===== src/me_pkg.sv =====
package me_pkg;

  localparam int unsigned WORD_BITS_DEF = 32;
  localparam int unsigned CFG_IDX_W     = 2;

  typedef enum logic [CFG_IDX_W-1:0] {
    REG_MODULUS  = 2'd0,
    REG_EXPONENT = 2'd1
  } me_reg_t;

  typedef enum logic [2:0] {
    ST_IDLE,
    ST_REDUCE,
    ST_STEP,
    ST_MUL,
    ST_SQR,
    ST_DONE
  } me_state_t;

endpackage


===== src/me_stream_if.sv =====
interface me_msg_if #(
  parameter int unsigned WORD_BITS = 32
);
  logic                 valid;
  logic                 ready;
  logic [WORD_BITS-1:0] message;

  modport source (output valid, output message, input ready);
  modport sink   (input valid, input message, output ready);
endinterface

interface me_res_if #(
  parameter int unsigned WORD_BITS = 32
);
  logic                 valid;
  logic                 ready;
  logic [WORD_BITS-1:0] power_mod;

  modport source (output valid, output power_mod, input ready);
  modport sink   (input valid, input power_mod, output ready);
endinterface


===== src/modular_exponentiation.sv =====
// Channel    Dir  Handshake      Payload
// in_ch      in   valid/ready    message   [WORD_BITS-1:0] unsigned
// out_ch     out  valid/ready    power_mod [WORD_BITS-1:0] unsigned
// cfg_*      in   cfg_we only    cfg_idx (0 modulus, 1 exponent), cfg_wdata
//
// Steps per beat: take the message, reduce it bit by bit, a decision step before
// every multiply or squaring and one after the last, a multiply per set exponent
// bit, a squaring per bit below the highest set one, and a hand-off of the result.
// The single interleaved add/reduce unit serves the reduction and every multiply
// and squaring, one multiplier bit per cycle.
// Reset (rst_n low, synchronous) loads modulus 1 and exponent 1 and idles.
// in_ch.ready is high only when idle; a finished result waits in the output
// register while the next beat is taken and computed.
module modular_exponentiation
  import me_pkg::*;
#(
  parameter int unsigned WORD_BITS = WORD_BITS_DEF
) (
  input  logic                 clk,
  input  logic                 rst_n,
  me_msg_if.sink               in_ch,
  me_res_if.source             out_ch,
  input  logic                 cfg_we,
  input  logic [CFG_IDX_W-1:0] cfg_idx,
  input  logic [WORD_BITS-1:0] cfg_wdata
);

  localparam int unsigned CNT_W = (WORD_BITS > 1) ? $clog2(WORD_BITS) : 1;
  localparam logic [CNT_W-1:0] CNT_LAST = CNT_W'(WORD_BITS - 1);

  me_state_t state_r, state_nxt;

  logic [WORD_BITS-1:0] modulus_r, exponent_r;
  logic [WORD_BITS-1:0] acc_r, acc_nxt;     // running result
  logic [WORD_BITS-1:0] base_r, base_nxt;   // running power of the message
  logic [WORD_BITS-1:0] prod_r, prod_nxt;   // working remainder of the unit
  logic [WORD_BITS-1:0] mult_r, mult_nxt;   // multiplier bits, MSB first
  logic [WORD_BITS-1:0] exp_r, exp_nxt;     // exponent bits still to scan
  logic [CNT_W-1:0]     cnt_r, cnt_nxt;
  logic                 out_valid_r, out_valid_nxt;
  logic [WORD_BITS-1:0] out_pm_r, out_pm_nxt;

  // Shared unit: prod = (2*prod + cin) mod m, then optionally (+ addend) mod m
  logic                 unit_cin, unit_add;
  logic [WORD_BITS-1:0] unit_addend, unit_out;
  logic [WORD_BITS:0]   dbl, dbl_red, sum;
  logic [WORD_BITS:0]   mod_ext;

  assign mod_ext = {1'b0, modulus_r};

  always_comb begin
    dbl     = {prod_r, unit_cin};
    dbl_red = (dbl >= mod_ext) ? (dbl - mod_ext) : dbl;
    sum     = dbl_red + {1'b0, (unit_add ? unit_addend : '0)};
    if (sum >= mod_ext) begin
      sum = sum - mod_ext;
    end
    unit_out = sum[WORD_BITS-1:0];
  end

  assign unit_cin    = (state_r == ST_REDUCE) ? mult_r[WORD_BITS-1] : 1'b0;
  assign unit_add    = ((state_r == ST_MUL) || (state_r == ST_SQR)) && mult_r[WORD_BITS-1];
  assign unit_addend = (state_r == ST_MUL) ? acc_r : base_r;

  // Configuration registers; writes to unknown indexes drop
  always_ff @(posedge clk) begin
    if (!rst_n) begin
      modulus_r  <= WORD_BITS'(1);
      exponent_r <= WORD_BITS'(1);
    end else if (cfg_we) begin
      case (cfg_idx)
        REG_MODULUS:  modulus_r  <= cfg_wdata;
        REG_EXPONENT: exponent_r <= cfg_wdata;
        default:      ;
      endcase
    end
  end

  always_ff @(posedge clk) begin
    if (!rst_n) begin
      state_r     <= ST_IDLE;
      out_valid_r <= 1'b0;
    end else begin
      state_r     <= state_nxt;
      out_valid_r <= out_valid_nxt;
    end
  end

  always_ff @(posedge clk) begin
    acc_r    <= acc_nxt;
    base_r   <= base_nxt;
    prod_r   <= prod_nxt;
    mult_r   <= mult_nxt;
    exp_r    <= exp_nxt;
    cnt_r    <= cnt_nxt;
    out_pm_r <= out_pm_nxt;
  end

  assign in_ch.ready      = (state_r == ST_IDLE);
  assign out_ch.valid     = out_valid_r;
  assign out_ch.power_mod = out_pm_r;

  always_comb begin
    state_nxt     = state_r;
    acc_nxt       = acc_r;
    base_nxt      = base_r;
    prod_nxt      = prod_r;
    mult_nxt      = mult_r;
    exp_nxt       = exp_r;
    cnt_nxt       = cnt_r;
    out_pm_nxt    = out_pm_r;
    out_valid_nxt = out_valid_r;

    // Drop the result beat once the sink takes it
    if (out_valid_r && out_ch.ready) begin
      out_valid_nxt = 1'b0;
    end

    case (state_r)
      ST_IDLE: begin
        if (in_ch.valid) begin
          prod_nxt = '0;
          mult_nxt = in_ch.message;
          exp_nxt  = exponent_r;
          cnt_nxt  = '0;
          acc_nxt  = '0;
          // A zero modulus admits no reduction: answer zero at once
          state_nxt = (modulus_r == '0) ? ST_DONE : ST_REDUCE;
        end
      end

      ST_REDUCE: begin
        // Restoring reduction of the message, one bit per cycle
        prod_nxt = unit_out;
        mult_nxt = {mult_r[WORD_BITS-2:0], 1'b0};
        cnt_nxt  = cnt_r + CNT_W'(1);
        if (cnt_r == CNT_LAST) begin
          base_nxt  = unit_out;
          acc_nxt   = (modulus_r == WORD_BITS'(1)) ? '0 : WORD_BITS'(1);
          state_nxt = ST_STEP;
        end
      end

      ST_STEP: begin
        prod_nxt = '0;
        mult_nxt = base_r;
        cnt_nxt  = '0;
        if (exp_r == '0) begin
          state_nxt = ST_DONE;
        end else if (exp_r[0]) begin
          state_nxt = ST_MUL;
        end else begin
          state_nxt = ST_SQR;
        end
      end

      ST_MUL, ST_SQR: begin
        // Interleaved shift-and-add multiply, multiplier MSB first
        prod_nxt = unit_out;
        mult_nxt = {mult_r[WORD_BITS-2:0], 1'b0};
        cnt_nxt  = cnt_r + CNT_W'(1);
        if (cnt_r == CNT_LAST) begin
          if (state_r == ST_MUL) begin
            acc_nxt = unit_out;
            exp_nxt = {exp_r[WORD_BITS-1:1], 1'b0};
          end else begin
            base_nxt = unit_out;
            exp_nxt  = {1'b0, exp_r[WORD_BITS-1:1]};
          end
          state_nxt = ST_STEP;
        end
      end

      ST_DONE: begin
        // Hold until the output register is free
        if (!out_valid_r || out_ch.ready) begin
          out_pm_nxt    = acc_r;
          out_valid_nxt = 1'b1;
          state_nxt     = ST_IDLE;
        end
      end

      default: begin
        state_nxt = ST_IDLE;
      end
    endcase
  end

`ifndef SYNTHESIS
  a_operands_reduced: assert property (@(posedge clk) disable iff (!rst_n)
    (state_r == ST_STEP && modulus_r != '0) |-> (acc_r < modulus_r && base_r < modulus_r))
    else $error("operand not reduced below modulus");

  a_result_from_done: assert property (@(posedge clk) disable iff (!rst_n)
    $rose(out_valid_r) |-> ($past(state_r) == ST_DONE))
    else $error("result beat raised outside hand-off");

  a_accept_starts: assert property (@(posedge clk) disable iff (!rst_n)
    (in_ch.valid && in_ch.ready) |=> (state_r != ST_IDLE))
    else $error("accepted beat did not start work");

  a_no_overwrite: assert property (@(posedge clk) disable iff (!rst_n)
    (out_valid_r && !out_ch.ready) |=> (out_valid_r && $stable(out_pm_r)))
    else $error("pending result lost");
`endif

endmodule

===== src/flat_wrapper.sv =====
// flat-port wrapper written by rule: the top's interface ports become plain ports
module modular_exponentiation_flat import me_pkg::*;
#(
  parameter int unsigned WORD_BITS = WORD_BITS_DEF
)
  (clk, rst_n, cfg_we, cfg_idx, cfg_wdata, in_ch_valid, in_ch_message, in_ch_ready, out_ch_valid, out_ch_power_mod, out_ch_ready);
  me_msg_if #(.WORD_BITS(WORD_BITS)) in_ch_i ();
  me_res_if #(.WORD_BITS(WORD_BITS)) out_ch_i ();
  input  logic clk;
  input  logic rst_n;
  input  logic cfg_we;
  input  logic [CFG_IDX_W-1:0] cfg_idx;
  input  logic [WORD_BITS-1:0] cfg_wdata;
  input wire logic [$bits(in_ch_i.valid)-1:0] in_ch_valid;
  input wire logic [$bits(in_ch_i.message)-1:0] in_ch_message;
  output wire logic [$bits(in_ch_i.ready)-1:0] in_ch_ready;
  output wire logic [$bits(out_ch_i.valid)-1:0] out_ch_valid;
  output wire logic [$bits(out_ch_i.power_mod)-1:0] out_ch_power_mod;
  input wire logic [$bits(out_ch_i.ready)-1:0] out_ch_ready;
  assign in_ch_i.valid = in_ch_valid;
  assign in_ch_i.message = in_ch_message;
  assign in_ch_ready = in_ch_i.ready;
  assign out_ch_valid = out_ch_i.valid;
  assign out_ch_power_mod = out_ch_i.power_mod;
  assign out_ch_i.ready = out_ch_ready;
  modular_exponentiation #(.WORD_BITS(WORD_BITS)) u_core (.clk(clk), .rst_n(rst_n), .in_ch(in_ch_i), .out_ch(out_ch_i), .cfg_we(cfg_we), .cfg_idx(cfg_idx), .cfg_wdata(cfg_wdata));
endmodule

===== config.mk =====
export PLATFORM = sky130hd
export DESIGN_NAME = modular_exponentiation_flat
export DESIGN_NICKNAME = d
export VERILOG_FILES = /design/src/me_pkg.sv /design/src/me_stream_if.sv /design/src/modular_exponentiation.sv /design/src/flat_wrapper.sv
export SDC_FILE = /design/constraint.sdc
export NUM_CORES = 1
export LEC_CHECK = 0
export BUFFER_PORTS_ARGS = -buffer_cell sky130_fd_sc_hd__clkbuf_2
export CAP_MARGIN = 20
export CORE_MARGIN = 1.5
export CORE_UTILIZATION = 45
export CTS_CLUSTER_DIAMETER = 40
export CTS_CLUSTER_SIZE = 8
export DETAILED_ROUTE_END_ITERATION = 8
export PLACE_DENSITY = 0.68
export SYNTH_ARGS = -nofsm -noshare
export SYNTH_HDL_FRONTEND = slang
export SYNTH_SLANG_ARGS = --single-unit

===== constraint.sdc =====
create_clock -name clk -period 15.9 [get_ports clk]
set_clock_uncertainty 0.05 [all_clocks]
set_input_delay 0.795 -clock clk [delete_from_list [all_inputs] [get_ports clk]]
set_output_delay 0.795 -clock clk [all_outputs]
set_load 0.1 [all_outputs]

==> results of run 1 <==
[stage by stage]
step                hold WS (ps)  instances  utilization (%)
CTS                        395.7       2353            52.18
global placement           382.0       2285            48.73
finish                     396.3       2355            52.32
detailed placement         385.2       2286            48.81
floorplan                  376.1       1783                -
global route               415.0       2355            52.32
[area by class of cell]
class | instances | area [µm²] | share of cell area (%)
inverter | 100 | 375.4 | 2.003
sequential | 265 | 7277 | 38.82
clock buffer | 55 | 1131 | 6.034
multi-input combinational | 1338 | 8582 | 45.78
clock inverter | 12 | 78.83 | 0.4205
tap | 461 | 576.8 | 3.077
timing repair buffer | 124 | 723.2 | 3.858
[routing by layer]
| layer | vias to the layer above | track usage [%] |
|---|---|---|
| met3 | 69 | 3.470 |
| met2 | 515 | 38.61 |
| met1 | 6635 | 35.49 |
| met5 | - | 0 |
| met4 | 0 | 9.288 |
| li1 | 6610 | - |
[worst max-delay path: cells and delay by family, from the launching register on]
family	cells	cell delay [ps]
AO/OA/AOI/OAI	15	3880
AND/OR/NAND/NOR	11	2000
adder cells (fa/ha/maj)	4	1280
buffers and inverters	3	700
flip-flops	1	570
multiplexers	1	410
[registers in the layout (all words and copies together), names as in the netlist]
| register | count |
|---|---|
| u_core.acc_r | 32 |
| u_core.prod_r | 32 |
| u_core.out_ch.valid | 1 |
| u_core.modulus_r | 32 |
| u_core.mult_r | 32 |
| u_core.cnt_r | 5 |
| u_core.exponent_r | 32 |
| u_core.out_ch.power_mod | 32 |
| u_core.exp_r | 32 |
| u_core.base_r | 32 |
| u_core.state_r | 3 |
[cell families (layout without fill, tap and decap cells)]
family | after synthesis | in the layout | share of synthesized area [%]
adders and majority gates | 101 | 101 | 7.804
xor gates and xnor gates | 82 | 82 | 4.358
buffers and inverters | 180 | 291 | 4.236
DFF | 265 | 265 | 44.15
AOI/OAI and AO/OA | 492 | 492 | 19.85
muxes | 46 | 46 | 3.006
and+or+nand+nor | 617 | 617 | 16.60
[worst max-delay path by stage]
stage,end,cells after the start,slack (ps),startpoint
after global routing,u_core.acc_r[21],34,6310,u_core.state_r[0]
after detailed placement,u_core.acc_r[21],34,6890,u_core.state_r[0]
after global placement,u_core.acc_r[21],31,7180,u_core.state_r[0]
after CTS,u_core.acc_r[21],34,6870,u_core.state_r[0]
final,u_core.acc_r[21],34,6710,u_core.state_r[0]
after floorplan,u_core.prod_r[10],39,8170,u_core.state_r[1]
[synthesized netlist by cell type (all sizes together), types with 4 or more instances]
| library cell | number |
|---|---|
| o21a | 6 |
| a21oi | 151 |
| buf | 7 |
| or2 | 5 |
| o31ai | 5 |
| nand2b | 23 |
| mux2 | 16 |
| a22o | 33 |
| inv | 100 |
| or3 | 5 |
| a21o | 42 |
| nand3 | 28 |
| nor2b | 10 |
| o2111ai | 4 |
| o41ai | 4 |
| a22oi | 32 |
| nor4 | 20 |
| o21ai | 62 |
| xor2 | 26 |
| a31oi | 8 |
| nand2 | 311 |
| dfxtp | 68 |
| o21bai | 14 |
| clkbuf | 73 |
| xnor2 | 56 |
| mux2i | 30 |
| a21boi | 69 |
| ha | 98 |
| nor2 | 137 |
| nand4 | 14 |
| o211ai | 15 |
| edfxtp | 197 |
| nor3 | 19 |
| and2 | 13 |
| o31a | 4 |
| and3 | 16 |
| and4 | 7 |
| a211oi | 10 |
==> metrics, run 1 <==
crit-path max FO 20; setup violators final 0; initial antenna violation count 0; first-pass GRT wire length 73.60 mm; Total Wirelength between 40 and 50 mm; worst skew pair latency 570 ps; Yosys warning total 0; Setup Buffers After CTS 0; Syn Inst Count 1783; met3 WL 3.312 mm; synth-to-layout area growth 13.73%; Reg2Reg Depth 34; Post-CTS Resized 0; worst path required time 16150 ps; commonest non-fill, non-tap cell in the layout nand2_1; pin count of the biggest net entering global routing 70; Final Instance Area roughly 19000 µm²; Bufs on Longest Clock Path 3; CP max-delay cell o21ba_2; CTS tree yes; DP Wirelength 34.77 mm; clock slew at reported path FFs around 50 ps; CTS Buf Count 43; Place WS ~7000 ps; path type of the worst setup path flop to flop; max-cap violations 0; grt ovf 0; status completed; commonest non-fill, non-tap cells in the layout nand2_1 (311), edfxtp_1 (197), a21oi_1 (150), nor2_1 (125), clkbuf_2 (104); drt first pass iters 8; root buf cell clkbuf_16; Vias/cell 5.872; All-Layer GR Usage 24.93%; final hold vios 0; FF-to-FF End u_core.acc_r[21]; Critical Path AT 9440 ps; clock sink total 265; period utilization 57.79%; remaining routing DRC violations 0; Cell variety after synth 69; Hold Crit Depth 0; Mean Syn Cell Area ~9.2 µm²; # diodes 0; Routed Antenna Nets 0; Final Max Tran Viols 0; highest routed layer met4; Synth top area share a little over a third; Slew @ Worst Pin 1099 ps; final worst slack around 6700 ps; Starting Density a little under half; largest cells by area after synthesis edfxtp_1 (36%), dfxtp_1 (8.3%), ha_1 (7.4%), nand2_1 (7.1%), a21oi_1 (4.6%); Yosys top cell by area edfxtp_1; met1 WL 22.13 mm; routed wl met2 20.61 mm; WL/cell between 20 and 25 µm; DRT iter0 DRCs 1169; Port Buffers about 100; Crit. End Element flop; via count 13830; chip width 194.4 µm; final worst path period need ~9200 ps; Top Ports approximately 110; asr flop ratio synth 0%; number of synthesized flops with an enable pin 197; RR Startpoint u_core.state_r[0]; chip height 194.4 µm; hold_sp u_core.acc_r[12]; max_slew headroom a little over a quarter; die footprint between 30000 and 40000 µm²; vias in the first global route 13380; Mapped Area 16480 µm²; Fillers 3240; top_reg_cell synth edfxtp_1; R2R Setup Slk 6710 ps; fmax 0.1088 GHz; min-delay worst type flop to flop; row cnt 69; Post-Syn Nets 1955; setup TNS 0 ps; number of H-tree levels 2; Seq/Total Area, Yosys 44.15%; Critical Path Source Type flop; RSZ-0062 raised after global routing false; Final Wtd Congestion 1.007; CP max stage delay 660 ps; NumNets Final 2044; hold path endpoint u_core.out_ch.power_mod[12]; share of layout cells above drive strength 1 12.09%; Hold Buf Count CTS 0; Synth Register Bits 265; core area 35830 µm²; Area after DPL between 15000 and 20000 µm²
Power of run 1 is not shown: default switching activity piles up to over one toggle a cycle in this logic, so the estimate is an artifact.
==> inputs of run 2 (changes only) <==
PLACE_DENSITY = 0.7   (was 0.68)
clock period = 7.5 ns   (was 15.9 ns; I/O delays follow)
==> metrics, run 2 (same netlist as run 1, synthesis figures left out) <==
fmax 0.1373 GHz (+26%); CTS Buf Count 48 (+12%); first-pass GRT wire length 77.63 mm (+5.5%); Worst path most repeated cell buf_4; Vias/cell 5.793 (-1.4%); clock sink total 265 (unchanged); synth-to-layout area growth 25.99%; Hold WS 13.44 ps (-382.9 ps); worst path required time 7730 ps (-8420 ps); worst skew pair latency 570 ps (about the same); Starting Density 46.00% (unchanged); Place WS -273.7 ps (-7163 ps); final worst path period need 7283 ps (-1906 ps); CP max stage delay 430 ps (-230 ps); commonest non-fill, non-tap cells in the layout nand2_1 (310), edfxtp_1 (197), buf_4 (137), a21oi_1 (135), nor2_1 (124); final worst slack 216.9 ps (-6494 ps); Reg area 7283 µm² (about the same); die footprint 37780 µm² (unchanged); final design utilization 57.95% (+5.6 points); max-cap violations 0 (unchanged); root buf cell clkbuf_16; commonest non-fill, non-tap cell in the layout nand2_1; setup violators final 0 (unchanged); Final Wtd Congestion 0.9617 (-4.5%); All-Layer GR Usage 26.36% (+1.4 points); status completed; remaining routing DRC violations 0 (unchanged); share of layout cells above drive strength 1 23.20% (+11 points); Multi-input gate area 9288 µm² (+8.2%); Hold Crit Depth 3 (+3); Critical Path AT 7510 ps (-1930 ps); vias in the first global route 14010 (+4.7%); CTS tree yes; path type of the worst setup path flop to flop; Port Buffers 104 (unchanged); CP max-delay cell dfxtp_1; Total Wirelength 51.46 mm (+8.8%); Critical Path Source Type flop; via count 14480 (+4.7%); initial antenna violation count 0 (unchanged); chip width 194.4 µm (unchanged); DRT iter0 DRCs 1383 (+18%); grt ovf 0 (unchanged); drt first pass iters 5 (-3); clock slew at reported path FFs 50 ps (about the same); Bufs on Longest Clock Path 3 (unchanged); Top Ports 105 (unchanged); Crit. End Element flop; chip height 194.4 µm (unchanged); final hold vios 0 (unchanged); Routed Antenna Nets 0 (unchanged); # diodes 0 (unchanged); row cnt 69 (unchanged); Reg2Reg Depth 34 (unchanged); Final Max Tran Viols 0 (unchanged); crit-path max FO 8 (-60%); max_slew headroom 26.10% (-0.60 points); pin count of the biggest net entering global routing 70 (unchanged); NumNets Final 2182 (+6.8%); WL/cell 20.58 µm (+2.5%); number of H-tree levels 2 (unchanged); Fillers 3084 (-4.8%); Slew @ Worst Pin 1108 ps (+8.947 ps); period utilization 97.11% (+39 points); core area 35830 µm² (unchanged); min-delay worst type input port to flop; DP Wirelength 36.87 mm (+6.0%)
## run 2: path summary, 6_finish.rpt
check                           start                          end  slack (ps)
hold / removal          cfg_wdata[18]        u_core.exponent_r[18]          10
setup / recovery  u_core.modulus_r[8]             u_core.acc_r[24]         220
setup reg to reg  u_core.modulus_r[8]             u_core.acc_r[24]         220
hold reg to reg      u_core.acc_r[13]  u_core.out_ch.power_mod[13]         390
## run 2: area by class of cell
cell class	count	share of cell area (%)
Clock buffer	64	6.273
Clock inverter	15	0.6146
Inverter	100	1.808
Multi-Input combinational cell	1338	44.73
Sequential cell	265	35.08
Tap cell	461	2.778
Timing Repair Buffer	257	8.719
## run 2: critical path: cells and delay by family (launching register included)
kind                     cells  cell delay [ps]
AND/OR/NAND/NOR              7             1010
AO/OA/AOI/OAI               11             2310
adder cells (fa/ha/maj)      3              910
buffers and inverters       10             1390
flip-flops                   1              430
XOR/XNOR                     1              280
multiplexers                 2              600
## run 2: timing repair
action / in CTS / in global routing
hold endpoints to repair: 4 / 0
pin swaps: 3 / 39
setup endpoints to repair: 96 / 96
hold buffers: 4 / 0
gates cloned: 0 / 3
buffers inserted: 1 / 15
resized for setup: 15 / 139
## run 2: stage by stage
stage	area, µm²	instances	setup TNS, ps
floorplan	16490	1783	0
global placement	18300	2395	-11980
detailed placement	18330	2397	-18590
CTS	19860	2481	0
global route	20760	2500	-1104
finish	20760	2500	0
## run 2: layer usage
metal,GRT usage [%],routed length [µm],up-vias
met3,4.164,4104,88
met5,0,0,-
met2,41.41,22810,602
met4,8.218,1711,0
met1,37.35,22830,6908
li1,-,-,6884
Power of run 2 is left out for the same reason.
==> inputs of run 3 (changes only) <==
CORE_UTILIZATION = 56   (was 45)
PLACE_DENSITY = 0.83   (was 0.7)
==> metrics, run 3 (same netlist as run 1, synthesis figures left out) <==
status completed; setup violators final 0 (unchanged); Hold WS 39.99 ps (+26.55 ps); CTS tree yes; CTS Buf Count 44 (-8.3%); Starting Density 57.11% (+11 points); final hold vios 0 (unchanged); commonest non-fill, non-tap cells in the layout nand2_1 (310), edfxtp_1 (197), a21oi_1 (132), nor2_1 (121), clkbuf_2 (104); DP Wirelength 33.91 mm (-8.0%); crit-path max FO 13 (+5); Hold Buf Count CTS 0 (-4); number of H-tree levels 2 (unchanged); CP max-delay cell edfxtp_1; CP max stage delay 510 ps (+80 ps); Vias/cell 6.215 (+7.3%); die footprint 30470 µm² (-19%); max_slew headroom 20.69% (-5.4 points); DRT iter0 DRCs 1375 (-0.58%); chip height 174.6 µm (-10%); drt first pass iters 5 (unchanged); Top Ports 105 (unchanged); max-cap violations 0 (unchanged); worst path required time 7700 ps (-30 ps); root buf cell clkbuf_16; Port Buffers 104 (unchanged); chip width 174.6 µm (-10%); core area 28860 µm² (-19%); grt ovf 0 (unchanged); Fillers 2079 (-33%); WL/cell 20.93 µm (+1.7%); Slew @ Worst Pin 1190 ps (+81.18 ps); Critical Path AT 7530 ps (+20 ps); vias in the first global route 13980 (-0.21%); share of layout cells above drive strength 1 21.66% (-1.5 points); R2R Setup Slk 160 ps (-50 ps); worst skew pair latency 540 ps (-30 ps); cell family with most CP delay compound AO/OA/AOI/OAI gates; Bufs on Longest Clock Path 3 (unchanged); Crit. End Element flop; Buf+Inv Stages, Crit Path 4 (-6); commonest non-fill, non-tap cell in the layout nand2_1; synth-to-layout area growth 22.67%; Final Max Tran Viols 0 (unchanged); clock slew at reported path FFs 50 ps (about the same); via count 14640 (+1.1%); Worst path most repeated cell buf_4; first-pass GRT wire length 73.77 mm (-5.0%); Total Wirelength 49.30 mm (-4.2%); clock sink total 265 (unchanged); fmax 0.1363 GHz (-0.71%); All-Layer GR Usage 30.90% (+4.5 points); final worst path period need 7335 ps (+52.22 ps); min-delay worst type input port to flop; pin count of the biggest net entering global routing 70 (unchanged); remaining routing DRC violations 0 (unchanged); Routed Antenna Nets 0 (unchanged); path type of the worst setup path flop to flop; row cnt 62 (-10%); NumNets Final 2121 (-2.8%); Final Wtd Congestion 1.015 (+5.6%); # diodes 0 (unchanged); Multi-input gate area 9354 µm² (+0.71%); initial antenna violation count 1 (+1); Critical Path Source Type flop; final design utilization 70.06% (+12 points); Reg area 7283 µm² (unchanged); period utilization 97.80% (+0.70 points)
==> run 3: cell count changes in the layout (fill, tap and decap cells not counted), moves of 4 or more <==
cell | before | now
mux2i_4 | 17 | 24
dlygate4sd3_1 | 4 | 0
a211oi_2 | 3 | 7
ha_2 | 6 | 17
buf_4 | 137 | 84
mux2i_2 | 10 | 2
a211oi_1 | 7 | 3
ha_1 | 81 | 73
a21oi_2 | 14 | 19
==> run 3: what timing repair did <==
item / 4_1_cts / 5_1_grt
gates cloned: 0 / 4
setup endpoints to repair: 96 / 96
setup buffers: 2 / 16
gates resized for setup: 24 / 151
pin swaps: 3 / 45
==> run 3: stage by stage <==
step | worst slack, ps | TNS, ps | cells | instance area [µm²]
finish | 164.7 | 0 | 2355 | 20220
global route | -113.1 | -6476 | 2355 | 20220
CTS | 18.90 | 0 | 2332 | 19240
detailed placement | -355.3 | -19840 | 2262 | 17790
global placement | -157.5 | -1842 | 2261 | 17770
floorplan | 79.93 | 0 | 1783 | 16490
==> run 3: worst register-to-register path, delay by kind of cell (launching register included) <==
family | cells | cell delay [ps]
fa+ha+maj | 3 | 1060
buf+inv | 4 | 610
mux | 1 | 220
flops | 1 | 510
xor+xnor | 2 | 490
simple gates | 11 | 1860
compound gates | 11 | 2230
==> run 3: worst paths after layout <==
check / startpoint / to / cells after the start
max: u_core.prod_r[30] / u_core.prod_r[30] / 32
min: cfg_wdata[11] / u_core.exponent_r[11] / 3
max reg2reg: u_core.prod_r[30] / u_core.prod_r[30] / 32
min reg2reg: u_core.acc_r[11] / u_core.out_ch.power_mod[11] / 0
==> run 3: routing by layer <==
layer	track usage, %	wire [µm]
met1	42.97	19800
met2	48.51	22040
met3	4.878	5404
met4	12.22	2034
met5	0	11
==> run 3: final cells by class <==
cell class                      count  share of cell area (%)
Sequential cell                   265                   36.03
Tap cell                          384                   2.377
Inverter                          100                   1.857
Timing Repair Buffer              200                   6.845
Clock buffer                       57                   6.003
Multi-Input combinational cell   1338                   46.27
Clock inverter                     11                  0.6251
Power of run 3 is left out for the same reason.
